$ cat src/rtl/core/vrp_pkg.sv
// ----------------------------------------------------------------------------
// vrp_pkg
// Shared types and constants of the video register port.
// ----------------------------------------------------------------------------
package vrp_pkg;

   localparam int PATTERN_BYTES = 8192;
   localparam int PATTERN_AW    = 13;
   localparam int SPRITE_AW     = 8;
   localparam int PALETTE_BYTES = 32;
   localparam int PALETTE_AW    = 5;
   localparam int ADDR_W        = 15;

   localparam logic ACCESS_READ  = 1'b0;
   localparam logic ACCESS_WRITE = 1'b1;

   localparam logic [2:0] REG_CTRL        = 3'd0;
   localparam logic [2:0] REG_MASK        = 3'd1;
   localparam logic [2:0] REG_STATUS      = 3'd2;
   localparam logic [2:0] REG_SPRITE_ADDR = 3'd3;
   localparam logic [2:0] REG_SPRITE_DATA = 3'd4;
   localparam logic [2:0] REG_SCROLL      = 3'd5;
   localparam logic [2:0] REG_ADDR        = 3'd6;
   localparam logic [2:0] REG_DATA        = 3'd7;

   localparam logic [1:0] MIRROR_VERTICAL   = 2'd0;
   localparam logic [1:0] MIRROR_HORIZONTAL = 2'd1;
   localparam logic [1:0] MIRROR_SINGLE     = 2'd2;
   localparam logic [1:0] MIRROR_FOUR       = 2'd3;

   localparam logic [13:0] NAMETABLE_BASE = 14'h2000;
   localparam logic [13:0] PALETTE_BASE   = 14'h3F00;

   typedef struct packed {
      logic                  accept;
      logic                  clear_en;
      logic [PATTERN_AW-1:0] clear_index;
   } vrp_cmd_type;

endpackage

$ cat src/rtl/core/vrp_if.sv
// ----------------------------------------------------------------------------
// vrp_req_if / vrp_rsp_if
// Valid/ready channels for bus accesses and their results.
// ----------------------------------------------------------------------------
interface vrp_req_if;
   logic       valid;
   logic       ready;
   logic       req_type;
   logic [2:0] reg_index;
   logic [7:0] write_data;

   modport source (output valid, req_type, reg_index, write_data, input ready);
   modport sink   (input valid, req_type, reg_index, write_data, output ready);
endinterface

interface vrp_rsp_if;
   logic        valid;
   logic        ready;
   logic [7:0]  read_data;
   logic [14:0] vram_address;
   logic [14:0] temp_address;
   logic [2:0]  fine_scroll_x;
   logic        latch_first;

   modport source (output valid, read_data, vram_address, temp_address, fine_scroll_x,
                   latch_first, input ready);
   modport sink   (input valid, read_data, vram_address, temp_address, fine_scroll_x,
                   latch_first, output ready);
endinterface

$ cat src/rtl/core/vrp_ctrl.sv
// ----------------------------------------------------------------------------
// vrp_ctrl
// Controller: memory clearing sweep after reset, handshake and result slot.
// ----------------------------------------------------------------------------
module vrp_ctrl import vrp_pkg::*; (
   input  logic        clock,
   input  logic        reset,
   input  logic        req_valid,
   output logic        req_ready,
   output logic        rsp_valid,
   input  logic        rsp_ready,
   output vrp_cmd_type cmd
);

   localparam logic ST_CLEAR = 1'b0;
   localparam logic ST_RUN   = 1'b1;

   logic                  state_ff, state_in;
   logic [PATTERN_AW-1:0] clear_count_ff, clear_count_in;
   logic                  rsp_valid_ff, rsp_valid_in;
   logic                  accept;

   assign req_ready = (state_ff == ST_RUN) && (!rsp_valid_ff || rsp_ready);
   assign accept    = req_valid && req_ready;
   assign rsp_valid = rsp_valid_ff;

   assign cmd.accept      = accept;
   assign cmd.clear_en    = (state_ff == ST_CLEAR);
   assign cmd.clear_index = clear_count_ff;

   always_comb begin
      state_in       = state_ff;
      clear_count_in = clear_count_ff;
      unique case (state_ff)
         ST_CLEAR: begin
            clear_count_in = clear_count_ff + 1'b1;
            if (clear_count_ff == PATTERN_AW'(PATTERN_BYTES - 1)) begin
               state_in = ST_RUN;
            end
         end
         ST_RUN: begin
            clear_count_in = clear_count_ff;
         end
         default: begin
            state_in = ST_CLEAR;
         end
      endcase
   end

   always_comb begin
      priority if (accept) begin
         rsp_valid_in = 1'b1;
      end else if (rsp_ready) begin
         rsp_valid_in = 1'b0;
      end else begin
         rsp_valid_in = rsp_valid_ff;
      end
   end

   always_ff @(posedge clock) begin
      if (reset) begin
         state_ff       <= ST_CLEAR;
         clear_count_ff <= '0;
         rsp_valid_ff   <= 1'b0;
      end else begin
         state_ff       <= state_in;
         clear_count_ff <= clear_count_in;
         rsp_valid_ff   <= rsp_valid_in;
      end
   end

   a_no_accept_in_clear: assert property (@(posedge clock) disable iff (reset)
      (state_ff == ST_CLEAR) |-> !req_ready)
      else $error("transaction accepted during clearing sweep");

   a_rsp_after_accept: assert property (@(posedge clock) disable iff (reset)
      $rose(rsp_valid_ff) |-> $past(accept))
      else $error("result raised without an accepted transaction");

   a_accept_loads_rsp: assert property (@(posedge clock) disable iff (reset)
      accept |=> rsp_valid_ff)
      else $error("accepted transaction produced no result");

endmodule

$ cat src/rtl/core/vrp_datapath.sv
// ----------------------------------------------------------------------------
// vrp_datapath
// Register stores, scroll/address latch, address decode and video memories.
// ----------------------------------------------------------------------------
module vrp_datapath import vrp_pkg::*; #(
   parameter int NAMETABLE_BYTES = 4096
) (
   input  logic                clock,
   input  logic                reset,
   input  vrp_cmd_type         cmd,
   input  logic                req_type,
   input  logic [2:0]          reg_index,
   input  logic [7:0]          write_data,
   input  logic                csr_write_enable,
   input  logic [1:0]          csr_write_data,
   output logic [7:0]          read_data,
   output logic [ADDR_W-1:0]   vram_address,
   output logic [ADDR_W-1:0]   temp_address,
   output logic [2:0]          fine_scroll_x,
   output logic                latch_first
);

   localparam int          NT_AW   = $clog2(NAMETABLE_BYTES);
   localparam logic [12:0] NT_SIZE = 13'(NAMETABLE_BYTES);

   logic [7:0]           control_ff, control_in;
   logic [7:0]           mask_ff, mask_in;
   logic [7:0]           status_ff, status_in;
   logic [ADDR_W-1:0]    current_ff, current_in;
   logic [ADDR_W-1:0]    scratch_ff, scratch_in;
   logic [2:0]           fine_x_ff, fine_x_in;
   logic                 first_ff, first_in;
   logic [SPRITE_AW-1:0] sprite_addr_ff, sprite_addr_in;
   logic [1:0]           mirror_ff;
   logic [7:0]           read_data_ff, read_data_in;

   logic [7:0] sprite_mem  [2**SPRITE_AW];
   logic [7:0] pattern_mem [PATTERN_BYTES];
   logic [7:0] nametable_mem [NAMETABLE_BYTES];
   logic [7:0] palette_mem [PALETTE_BYTES];

   logic                  is_write;
   logic                  data_wr;
   logic [13:0]           vaddr;
   logic [1:0]            logical_nt;
   logic [1:0]            phys_nt;
   logic [11:0]           nt_full;
   logic [12:0]           nt_wrap;
   logic [PALETTE_AW-1:0] pal_index;
   logic                  pattern_we, nametable_we, palette_we, sprite_we;

   assign is_write = cmd.accept && (req_type == ACCESS_WRITE);
   assign data_wr  = is_write && (reg_index == REG_DATA);
   assign vaddr    = current_ff[13:0];

   always_comb begin
      logical_nt = vaddr[11:10];
      unique case (mirror_ff)
         MIRROR_VERTICAL:   phys_nt = {1'b0, logical_nt[0]};
         MIRROR_HORIZONTAL: phys_nt = {1'b0, logical_nt[1]};
         MIRROR_SINGLE:     phys_nt = 2'd0;
         MIRROR_FOUR:       phys_nt = logical_nt;
         default:           phys_nt = logical_nt;
      endcase
      nt_full = {phys_nt, vaddr[9:0]};
      if ({1'b0, nt_full} >= NT_SIZE) begin
         nt_wrap = {1'b0, nt_full} - NT_SIZE;
      end else begin
         nt_wrap = {1'b0, nt_full};
      end
      pal_index = vaddr[PALETTE_AW-1:0];
      if (pal_index[4] && (pal_index[1:0] == 2'b00)) begin
         pal_index[4] = 1'b0;
      end
   end

   assign pattern_we   = data_wr && (vaddr < NAMETABLE_BASE);
   assign nametable_we = data_wr && (vaddr >= NAMETABLE_BASE) && (vaddr < PALETTE_BASE);
   assign palette_we   = data_wr && (vaddr >= PALETTE_BASE);
   assign sprite_we    = is_write && (reg_index == REG_SPRITE_DATA);

   always_comb begin
      control_in     = control_ff;
      mask_in        = mask_ff;
      status_in      = status_ff;
      current_in     = current_ff;
      scratch_in     = scratch_ff;
      fine_x_in      = fine_x_ff;
      first_in       = first_ff;
      sprite_addr_in = sprite_addr_ff;
      read_data_in   = 8'd0;
      if (cmd.accept) begin
         if (req_type == ACCESS_READ) begin
            if (reg_index == REG_STATUS) begin
               read_data_in = status_ff;
               first_in     = 1'b1;
            end
         end else begin
            unique case (reg_index)
               REG_CTRL: begin
                  control_in        = write_data;
                  scratch_in[11:10] = write_data[1:0];
               end
               REG_MASK: begin
                  mask_in = write_data;
               end
               REG_STATUS: begin
                  status_in = write_data;
               end
               REG_SPRITE_ADDR: begin
                  sprite_addr_in = write_data;
               end
               REG_SPRITE_DATA: begin
                  sprite_addr_in = sprite_addr_ff + 1'b1;
               end
               REG_SCROLL: begin
                  if (first_ff) begin
                     scratch_in[4:0] = write_data[7:3];
                     fine_x_in       = write_data[2:0];
                  end else begin
                     scratch_in[14:12] = write_data[2:0];
                     scratch_in[9:5]   = write_data[7:3];
                  end
                  first_in = !first_ff;
               end
               REG_ADDR: begin
                  if (first_ff) begin
                     scratch_in[13:8] = write_data[5:0];
                     scratch_in[14]   = 1'b0;
                  end else begin
                     scratch_in[7:0] = write_data;
                     current_in      = {scratch_ff[14:8], write_data};
                  end
                  first_in = !first_ff;
               end
               REG_DATA: begin
                  current_in = current_ff + (control_ff[2] ? ADDR_W'(32) : ADDR_W'(1));
               end
               default: begin
                  current_in = current_ff;
               end
            endcase
         end
      end
   end

   always_ff @(posedge clock) begin
      if (reset) begin
         control_ff     <= '0;
         mask_ff        <= '0;
         status_ff      <= '0;
         current_ff     <= '0;
         scratch_ff     <= '0;
         fine_x_ff      <= '0;
         first_ff       <= 1'b1;
         sprite_addr_ff <= '0;
         mirror_ff      <= MIRROR_VERTICAL;
      end else begin
         control_ff     <= control_in;
         mask_ff        <= mask_in;
         status_ff      <= status_in;
         current_ff     <= current_in;
         scratch_ff     <= scratch_in;
         fine_x_ff      <= fine_x_in;
         first_ff       <= first_in;
         sprite_addr_ff <= sprite_addr_in;
         if (csr_write_enable) begin
            mirror_ff <= csr_write_data;
         end
      end
   end

   always_ff @(posedge clock) begin
      if (cmd.accept) begin
         read_data_ff <= read_data_in;
      end
   end

   always_ff @(posedge clock) begin
      if (cmd.clear_en) begin
         pattern_mem[cmd.clear_index] <= 8'd0;
      end else if (pattern_we) begin
         pattern_mem[vaddr[PATTERN_AW-1:0]] <= write_data;
      end
   end

   always_ff @(posedge clock) begin
      if (cmd.clear_en) begin
         if (cmd.clear_index < NT_SIZE) begin
            nametable_mem[cmd.clear_index[NT_AW-1:0]] <= 8'd0;
         end
      end else if (nametable_we) begin
         nametable_mem[nt_wrap[NT_AW-1:0]] <= write_data;
      end
   end

   always_ff @(posedge clock) begin
      if (cmd.clear_en) begin
         palette_mem[cmd.clear_index[PALETTE_AW-1:0]] <= 8'd0;
      end else if (palette_we) begin
         palette_mem[pal_index] <= write_data;
      end
   end

   always_ff @(posedge clock) begin
      if (cmd.clear_en) begin
         sprite_mem[cmd.clear_index[SPRITE_AW-1:0]] <= 8'd0;
      end else if (sprite_we) begin
         sprite_mem[sprite_addr_ff] <= write_data;
      end
   end

   assign read_data     = read_data_ff;
   assign vram_address  = current_ff;
   assign temp_address  = scratch_ff;
   assign fine_scroll_x = fine_x_ff;
   assign latch_first   = first_ff;

   a_status_read_resets_latch: assert property (@(posedge clock) disable iff (reset)
      (cmd.accept && req_type == ACCESS_READ && reg_index == REG_STATUS) |=> first_ff)
      else $error("status read left the write latch set");

   a_addr_second_copies: assert property (@(posedge clock) disable iff (reset)
      (is_write && reg_index == REG_ADDR && !first_ff) |=> (current_ff == scratch_ff))
      else $error("second address write did not load the current address");

   a_idle_holds_addr: assert property (@(posedge clock) disable iff (reset)
      !cmd.accept |=> $stable(current_ff) && $stable(scratch_ff) && $stable(first_ff))
      else $error("address state moved without a transaction");

endmodule

$ cat src/rtl/core/video_register_port.sv
// ----------------------------------------------------------------------------
// video_register_port
// CPU-side register port of a tile video unit.
//
//   channel  direction  handshake     payload
//   req_bus  in         valid/ready   req_type, reg_index, write_data
//   rsp_bus  out        valid/ready   read_data, vram_address, temp_address,
//                                     fine_scroll_x, latch_first
//   csr_*    in         write enable  mirroring mode (2 bits)
//
// Each transaction's result is registered; a new transaction is taken every cycle
// while the result register is free or being drained in the same cycle.
// After reset a sweep zeroes the video memories, one entry per cycle, and no
// transaction is taken until it ends; csr writes still land.
// A stalled result holds the input side once the single result slot is full.
// ----------------------------------------------------------------------------
module video_register_port import vrp_pkg::*; #(
   parameter int NAMETABLE_BYTES = 4096
) (
   input  logic       clock,
   input  logic       reset,
   vrp_req_if.sink    req_bus,
   vrp_rsp_if.source  rsp_bus,
   input  logic       csr_write_enable,
   input  logic [1:0] csr_write_data
);

   vrp_cmd_type cmd;

   vrp_ctrl u_ctrl (
      .clock     (clock),
      .reset     (reset),
      .req_valid (req_bus.valid),
      .req_ready (req_bus.ready),
      .rsp_valid (rsp_bus.valid),
      .rsp_ready (rsp_bus.ready),
      .cmd       (cmd)
   );

   vrp_datapath #(
      .NAMETABLE_BYTES (NAMETABLE_BYTES)
   ) u_datapath (
      .clock            (clock),
      .reset            (reset),
      .cmd              (cmd),
      .req_type         (req_bus.req_type),
      .reg_index        (req_bus.reg_index),
      .write_data       (req_bus.write_data),
      .csr_write_enable (csr_write_enable),
      .csr_write_data   (csr_write_data),
      .read_data        (rsp_bus.read_data),
      .vram_address     (rsp_bus.vram_address),
      .temp_address     (rsp_bus.temp_address),
      .fine_scroll_x    (rsp_bus.fine_scroll_x),
      .latch_first      (rsp_bus.latch_first)
   );

endmodule

$ cat src/flat_wrapper.sv
// flat-port wrapper written by rule: the top's interface ports become plain ports
module video_register_port_flat import vrp_pkg::*;
#(
   parameter int NAMETABLE_BYTES = 4096
)
  (clock, reset, csr_write_enable, csr_write_data, req_bus_valid, req_bus_req_type, req_bus_reg_index, req_bus_write_data, req_bus_ready, rsp_bus_valid, rsp_bus_read_data, rsp_bus_vram_address, rsp_bus_temp_address, rsp_bus_fine_scroll_x, rsp_bus_latch_first, rsp_bus_ready);
  vrp_req_if req_bus_i ();
  vrp_rsp_if rsp_bus_i ();
  input  logic clock;
  input  logic reset;
  input  logic csr_write_enable;
  input  logic [1:0] csr_write_data;
  input wire logic [$bits(req_bus_i.valid)-1:0] req_bus_valid;
  input wire logic [$bits(req_bus_i.req_type)-1:0] req_bus_req_type;
  input wire logic [$bits(req_bus_i.reg_index)-1:0] req_bus_reg_index;
  input wire logic [$bits(req_bus_i.write_data)-1:0] req_bus_write_data;
  output wire logic [$bits(req_bus_i.ready)-1:0] req_bus_ready;
  output wire logic [$bits(rsp_bus_i.valid)-1:0] rsp_bus_valid;
  output wire logic [$bits(rsp_bus_i.read_data)-1:0] rsp_bus_read_data;
  output wire logic [$bits(rsp_bus_i.vram_address)-1:0] rsp_bus_vram_address;
  output wire logic [$bits(rsp_bus_i.temp_address)-1:0] rsp_bus_temp_address;
  output wire logic [$bits(rsp_bus_i.fine_scroll_x)-1:0] rsp_bus_fine_scroll_x;
  output wire logic [$bits(rsp_bus_i.latch_first)-1:0] rsp_bus_latch_first;
  input wire logic [$bits(rsp_bus_i.ready)-1:0] rsp_bus_ready;
  assign req_bus_i.valid = req_bus_valid;
  assign req_bus_i.req_type = req_bus_req_type;
  assign req_bus_i.reg_index = req_bus_reg_index;
  assign req_bus_i.write_data = req_bus_write_data;
  assign req_bus_ready = req_bus_i.ready;
  assign rsp_bus_valid = rsp_bus_i.valid;
  assign rsp_bus_read_data = rsp_bus_i.read_data;
  assign rsp_bus_vram_address = rsp_bus_i.vram_address;
  assign rsp_bus_temp_address = rsp_bus_i.temp_address;
  assign rsp_bus_fine_scroll_x = rsp_bus_i.fine_scroll_x;
  assign rsp_bus_latch_first = rsp_bus_i.latch_first;
  assign rsp_bus_i.ready = rsp_bus_ready;
  video_register_port #(.NAMETABLE_BYTES(NAMETABLE_BYTES)) u_core (.clock(clock), .reset(reset), .req_bus(req_bus_i), .rsp_bus(rsp_bus_i), .csr_write_enable(csr_write_enable), .csr_write_data(csr_write_data));
endmodule
$ cat config.mk
export PLATFORM = sky130hd
export DESIGN_NAME = video_register_port_flat
export DESIGN_NICKNAME = d
export VERILOG_FILES = /design/src/rtl/core/vrp_pkg.sv /design/src/rtl/core/vrp_if.sv /design/src/rtl/core/vrp_ctrl.sv /design/src/rtl/core/vrp_datapath.sv /design/src/rtl/core/video_register_port.sv /design/src/flat_wrapper.sv
export SDC_FILE = /design/constraint.sdc
export NUM_CORES = 1
export LEC_CHECK = 0
export ABC_AREA = 1
export ABC_CLOCK_PERIOD_IN_PS = 2200
export BUFFER_PORTS_ARGS = -buffer_cell sky130_fd_sc_hd__buf_2
export CELL_PAD_IN_SITES_DETAIL_PLACEMENT = 1
export CELL_PAD_IN_SITES_GLOBAL_PLACEMENT = 2
export CORE_MARGIN = 3
export CORE_UTILIZATION = 32
export DETAILED_ROUTE_END_ITERATION = 16
export GPL_TIMING_DRIVEN = 0
export PLACE_DENSITY = 0.85
export SLEW_MARGIN = 15
export SYNTH_ARGS = -nofsm -noshare
export SYNTH_HDL_FRONTEND = slang
export SYNTH_SLANG_ARGS = --single-unit
$ cat constraint.sdc
create_clock -name clock -period 2.2 [get_ports clock]
set_input_delay 0.44 -clock clock [delete_from_list [all_inputs] [get_ports clock]]
set_output_delay 0.44 -clock clock [all_outputs]
set_load 0.01 [all_outputs]
==> impl_metrics.ini <==
[cells_and_area]
num_antenna_cells = 0
area_growth_pct = 19.8
fillers = 1284
finalNetCount = 569
regArea_sq_um = 1400
most-common-layout-cells = nand2_1 (97), inv_1 (64), nor2_1 (62), buf_2 (62), dfxtp_1 (58)
multiInputGateArea_sq_um = 1570
drive_gt1_share_pct = 16.9
final_common_cell = nand2_1

[timing]
tns_ps = 0
drv_slew = 0
fin_crit_ps = 1950
fmax_mhz = 513
rsz0062_at_grt = false
period_share_pct = 88.6
finClkSkew_ps = 10.3
worst_pin_slew_ps = 625
slew_headroom_pct = 58.4
finalSetupViolCount = 0
hold_viol_final = 0
whs_ps = 426

[synthesis]
ys_seq_area_share_pct = 42.7
synthCells = 477
ys.flop_type = dfxtp_1
synth_nets = 500
synth_cell_type_count = 32
synth_edf_count = 8
synth.avg_cell_area_sq_um = 6.88
yosys_warnings = 0
synthArstFlopShare_pct = 0
syn-cell-area_sq_um = 3280
synth_seq_cells = 66
synth_top_area_share_pct = 35.4
synth_area_leaders = dfxtp_1 (35%), nand2_1 (11%), o21ai_0 (8.7%)
synth_area_leader_cell = dfxtp_1

[detailed_routing]
ant_nets = 0
drt-total-wl_um = 10500
vias_per_cell = 4.87
vias = 3332
drt-initial-drc-count = 139
drc_errors = 0
dr.pass1.iters = 4
wl_per_cell_um = 15.3

[grt]
grt_usage_pct = 19.1
grt_pass1_wl_um = 17300
antenna_found_initial = 0
first_global_vias = 3410
grt_max_degree = 13
grt.overflow.total = 0

[placement]
numPortBuffers = 58
routabilityCongestion = 0.813
hpwl_um = 8010

[hold_path]
hold-path-cell-count = 3
hp-class = input pin to flip-flop

[clock_network]
cts_max_level = 3
clk-insertion-delay-late_ps = 350
cts_buffers = 9
clock-sinks = 66
holdBufCountCts = 0
clk_path_buf_depth = 2
cts_tree = done
post_cts_buffers = 0
post_cts_resized = 0
path_clk_slew_ps = 70
ctsRootBufferMaster = clkbuf_8

[critical_path]
path_class = flip-flop to flip-flop
start_kind = flip-flop
reg2reg_depth = 10
crit_required_ps = 2480
end_kind = flip-flop
cp_max_fo = 5
worst-endpoint-arrival_ps = 2230

[die]
rows = 36
pin_count = 63
die_w_um = 107
core_area_sq_um = 9860
start_util_pct = 33.3
die_h_um = 107
die-area_sq_um = 11500

[power]
peakVddDrop_v = 0.000311
p_per_area_nw_per_um2 = 608
leakage_nw = 1.75

[job]
maxCapViolations = 0

[outcome]
status = finished clean
worst max-delay path: stages, from the launching register on:
cell and delay, ps:
dfxtp_1 380, ha_1 220, ha_1 190, nand3_1 140, o21bai_1 410, nand2_1 100, nand2_1 120, nand3_1 110
nand2_1 90, nand2_1 50, nor2_1 90
cells in the mapped netlist, types with 2 or more instances:
master	number
edfxtp_1	8
a211oi_1	2
buf_4	3
a21oi_1	40
a31oi_1	2
ha_1	4
nand4_1	7
dfxtp_1	58
clkbuf_1	8
inv_1	64
or2_2	4
nor2_4	2
nor2_1	62
nand3_1	35
o21ai_0	57
nand2_1	97
buf_2	4
nor3_1	6
per-layer routing:
layer  global-route usage [%]  wire [um]  vias up
met1                     23.8       4750     1586
met4                     3.65         64        0
met5                        0          0        -
met2                     33.8       5300       49
li1                         -          -     1690
met3                     4.26        365        7
final timing paths:
path                                                           to  slack, ps                                            from
setup / recovery  u_core.u_datapath.vram_address[14]$_SDFFE_PP0P_        250  u_core.u_datapath.vram_address[0]$_SDFFE_PP0P_
hold / removal     u_core.u_datapath.vram_address[1]$_SDFFE_PP0P_        430                           req_bus_write_data[1]
setup reg to reg  u_core.u_datapath.vram_address[14]$_SDFFE_PP0P_        250  u_core.u_datapath.vram_address[0]$_SDFFE_PP0P_
hold reg to reg       u_core.u_datapath.status_ff[2]$_SDFFE_PP0P_        460     u_core.u_datapath.status_ff[2]$_SDFFE_PP0P_
layout make-up:
| cell class | instances | share of cell area (%) |
|---|---|---|
| Multi-Input combinational cell | 331 | 39.8 |
| Sequential cell | 66 | 35.6 |
| Timing Repair Buffer | 58 | 7.38 |
| Inverter | 65 | 6.20 |
| Tap cell | 133 | 4.23 |
| Clock buffer | 9 | 3.15 |
| Buffer | 15 | 1.84 |
| Clock inverter | 7 | 1.78 |
stage by stage:
stage / cell area, sq um / setup WS [ps] / util [%] / std cells / total power, mW
2_1_floorplan: 3280 / 610 / - / 477 / 1.32
3_3_place_gp: 3740 / 308 / 37.9 / 668 / 1.38
3_5_place_dp: 3740 / 244 / 37.9 / 668 / 1.39
4_1_cts: 3930 / 236 / 39.9 / 684 / 2.42
6_report: 3930 / 251 / 39.9 / 684 / 2.39
5_1_grt: 3930 / 4.45 / 39.9 / 684 / 2.49
report_power, final:
group          switching [mW]  internal [mW]
sequential            0.00387           1.22
combinational          0.0985         0.0379
clock                   0.513          0.519
total                   0.615           1.78
cell families (layout without fill, tap and decap cells):
group | Yosys count | after routing | synth area share (%)
compound gates | 106 | 106 | 16.8
xor+xnor | 2 | 2 | 0.534
fa+ha+maj | 4 | 4 | 1.52
buf+inv | 80 | 154 | 9.64
flops | 66 | 66 | 42.7
simple gates | 219 | 219 | 28.8
registers in the layout, indices dropped and copies added (netlist names):
signal	count
u_core.u_datapath.control_ff	1
u_core.u_ctrl.state_ff	1
u_core.u_datapath.fine_scroll_x	3
u_core.u_datapath.vram_address	15
u_core.u_datapath.temp_address	15
u_core.u_ctrl.rsp_valid	1
u_core.u_datapath.read_data	8
u_core.u_datapath.status_ff	8
u_core.u_datapath.latch_first	1
u_core.u_ctrl.clear_count_ff	13
Power figures use the tool's default switching activity.
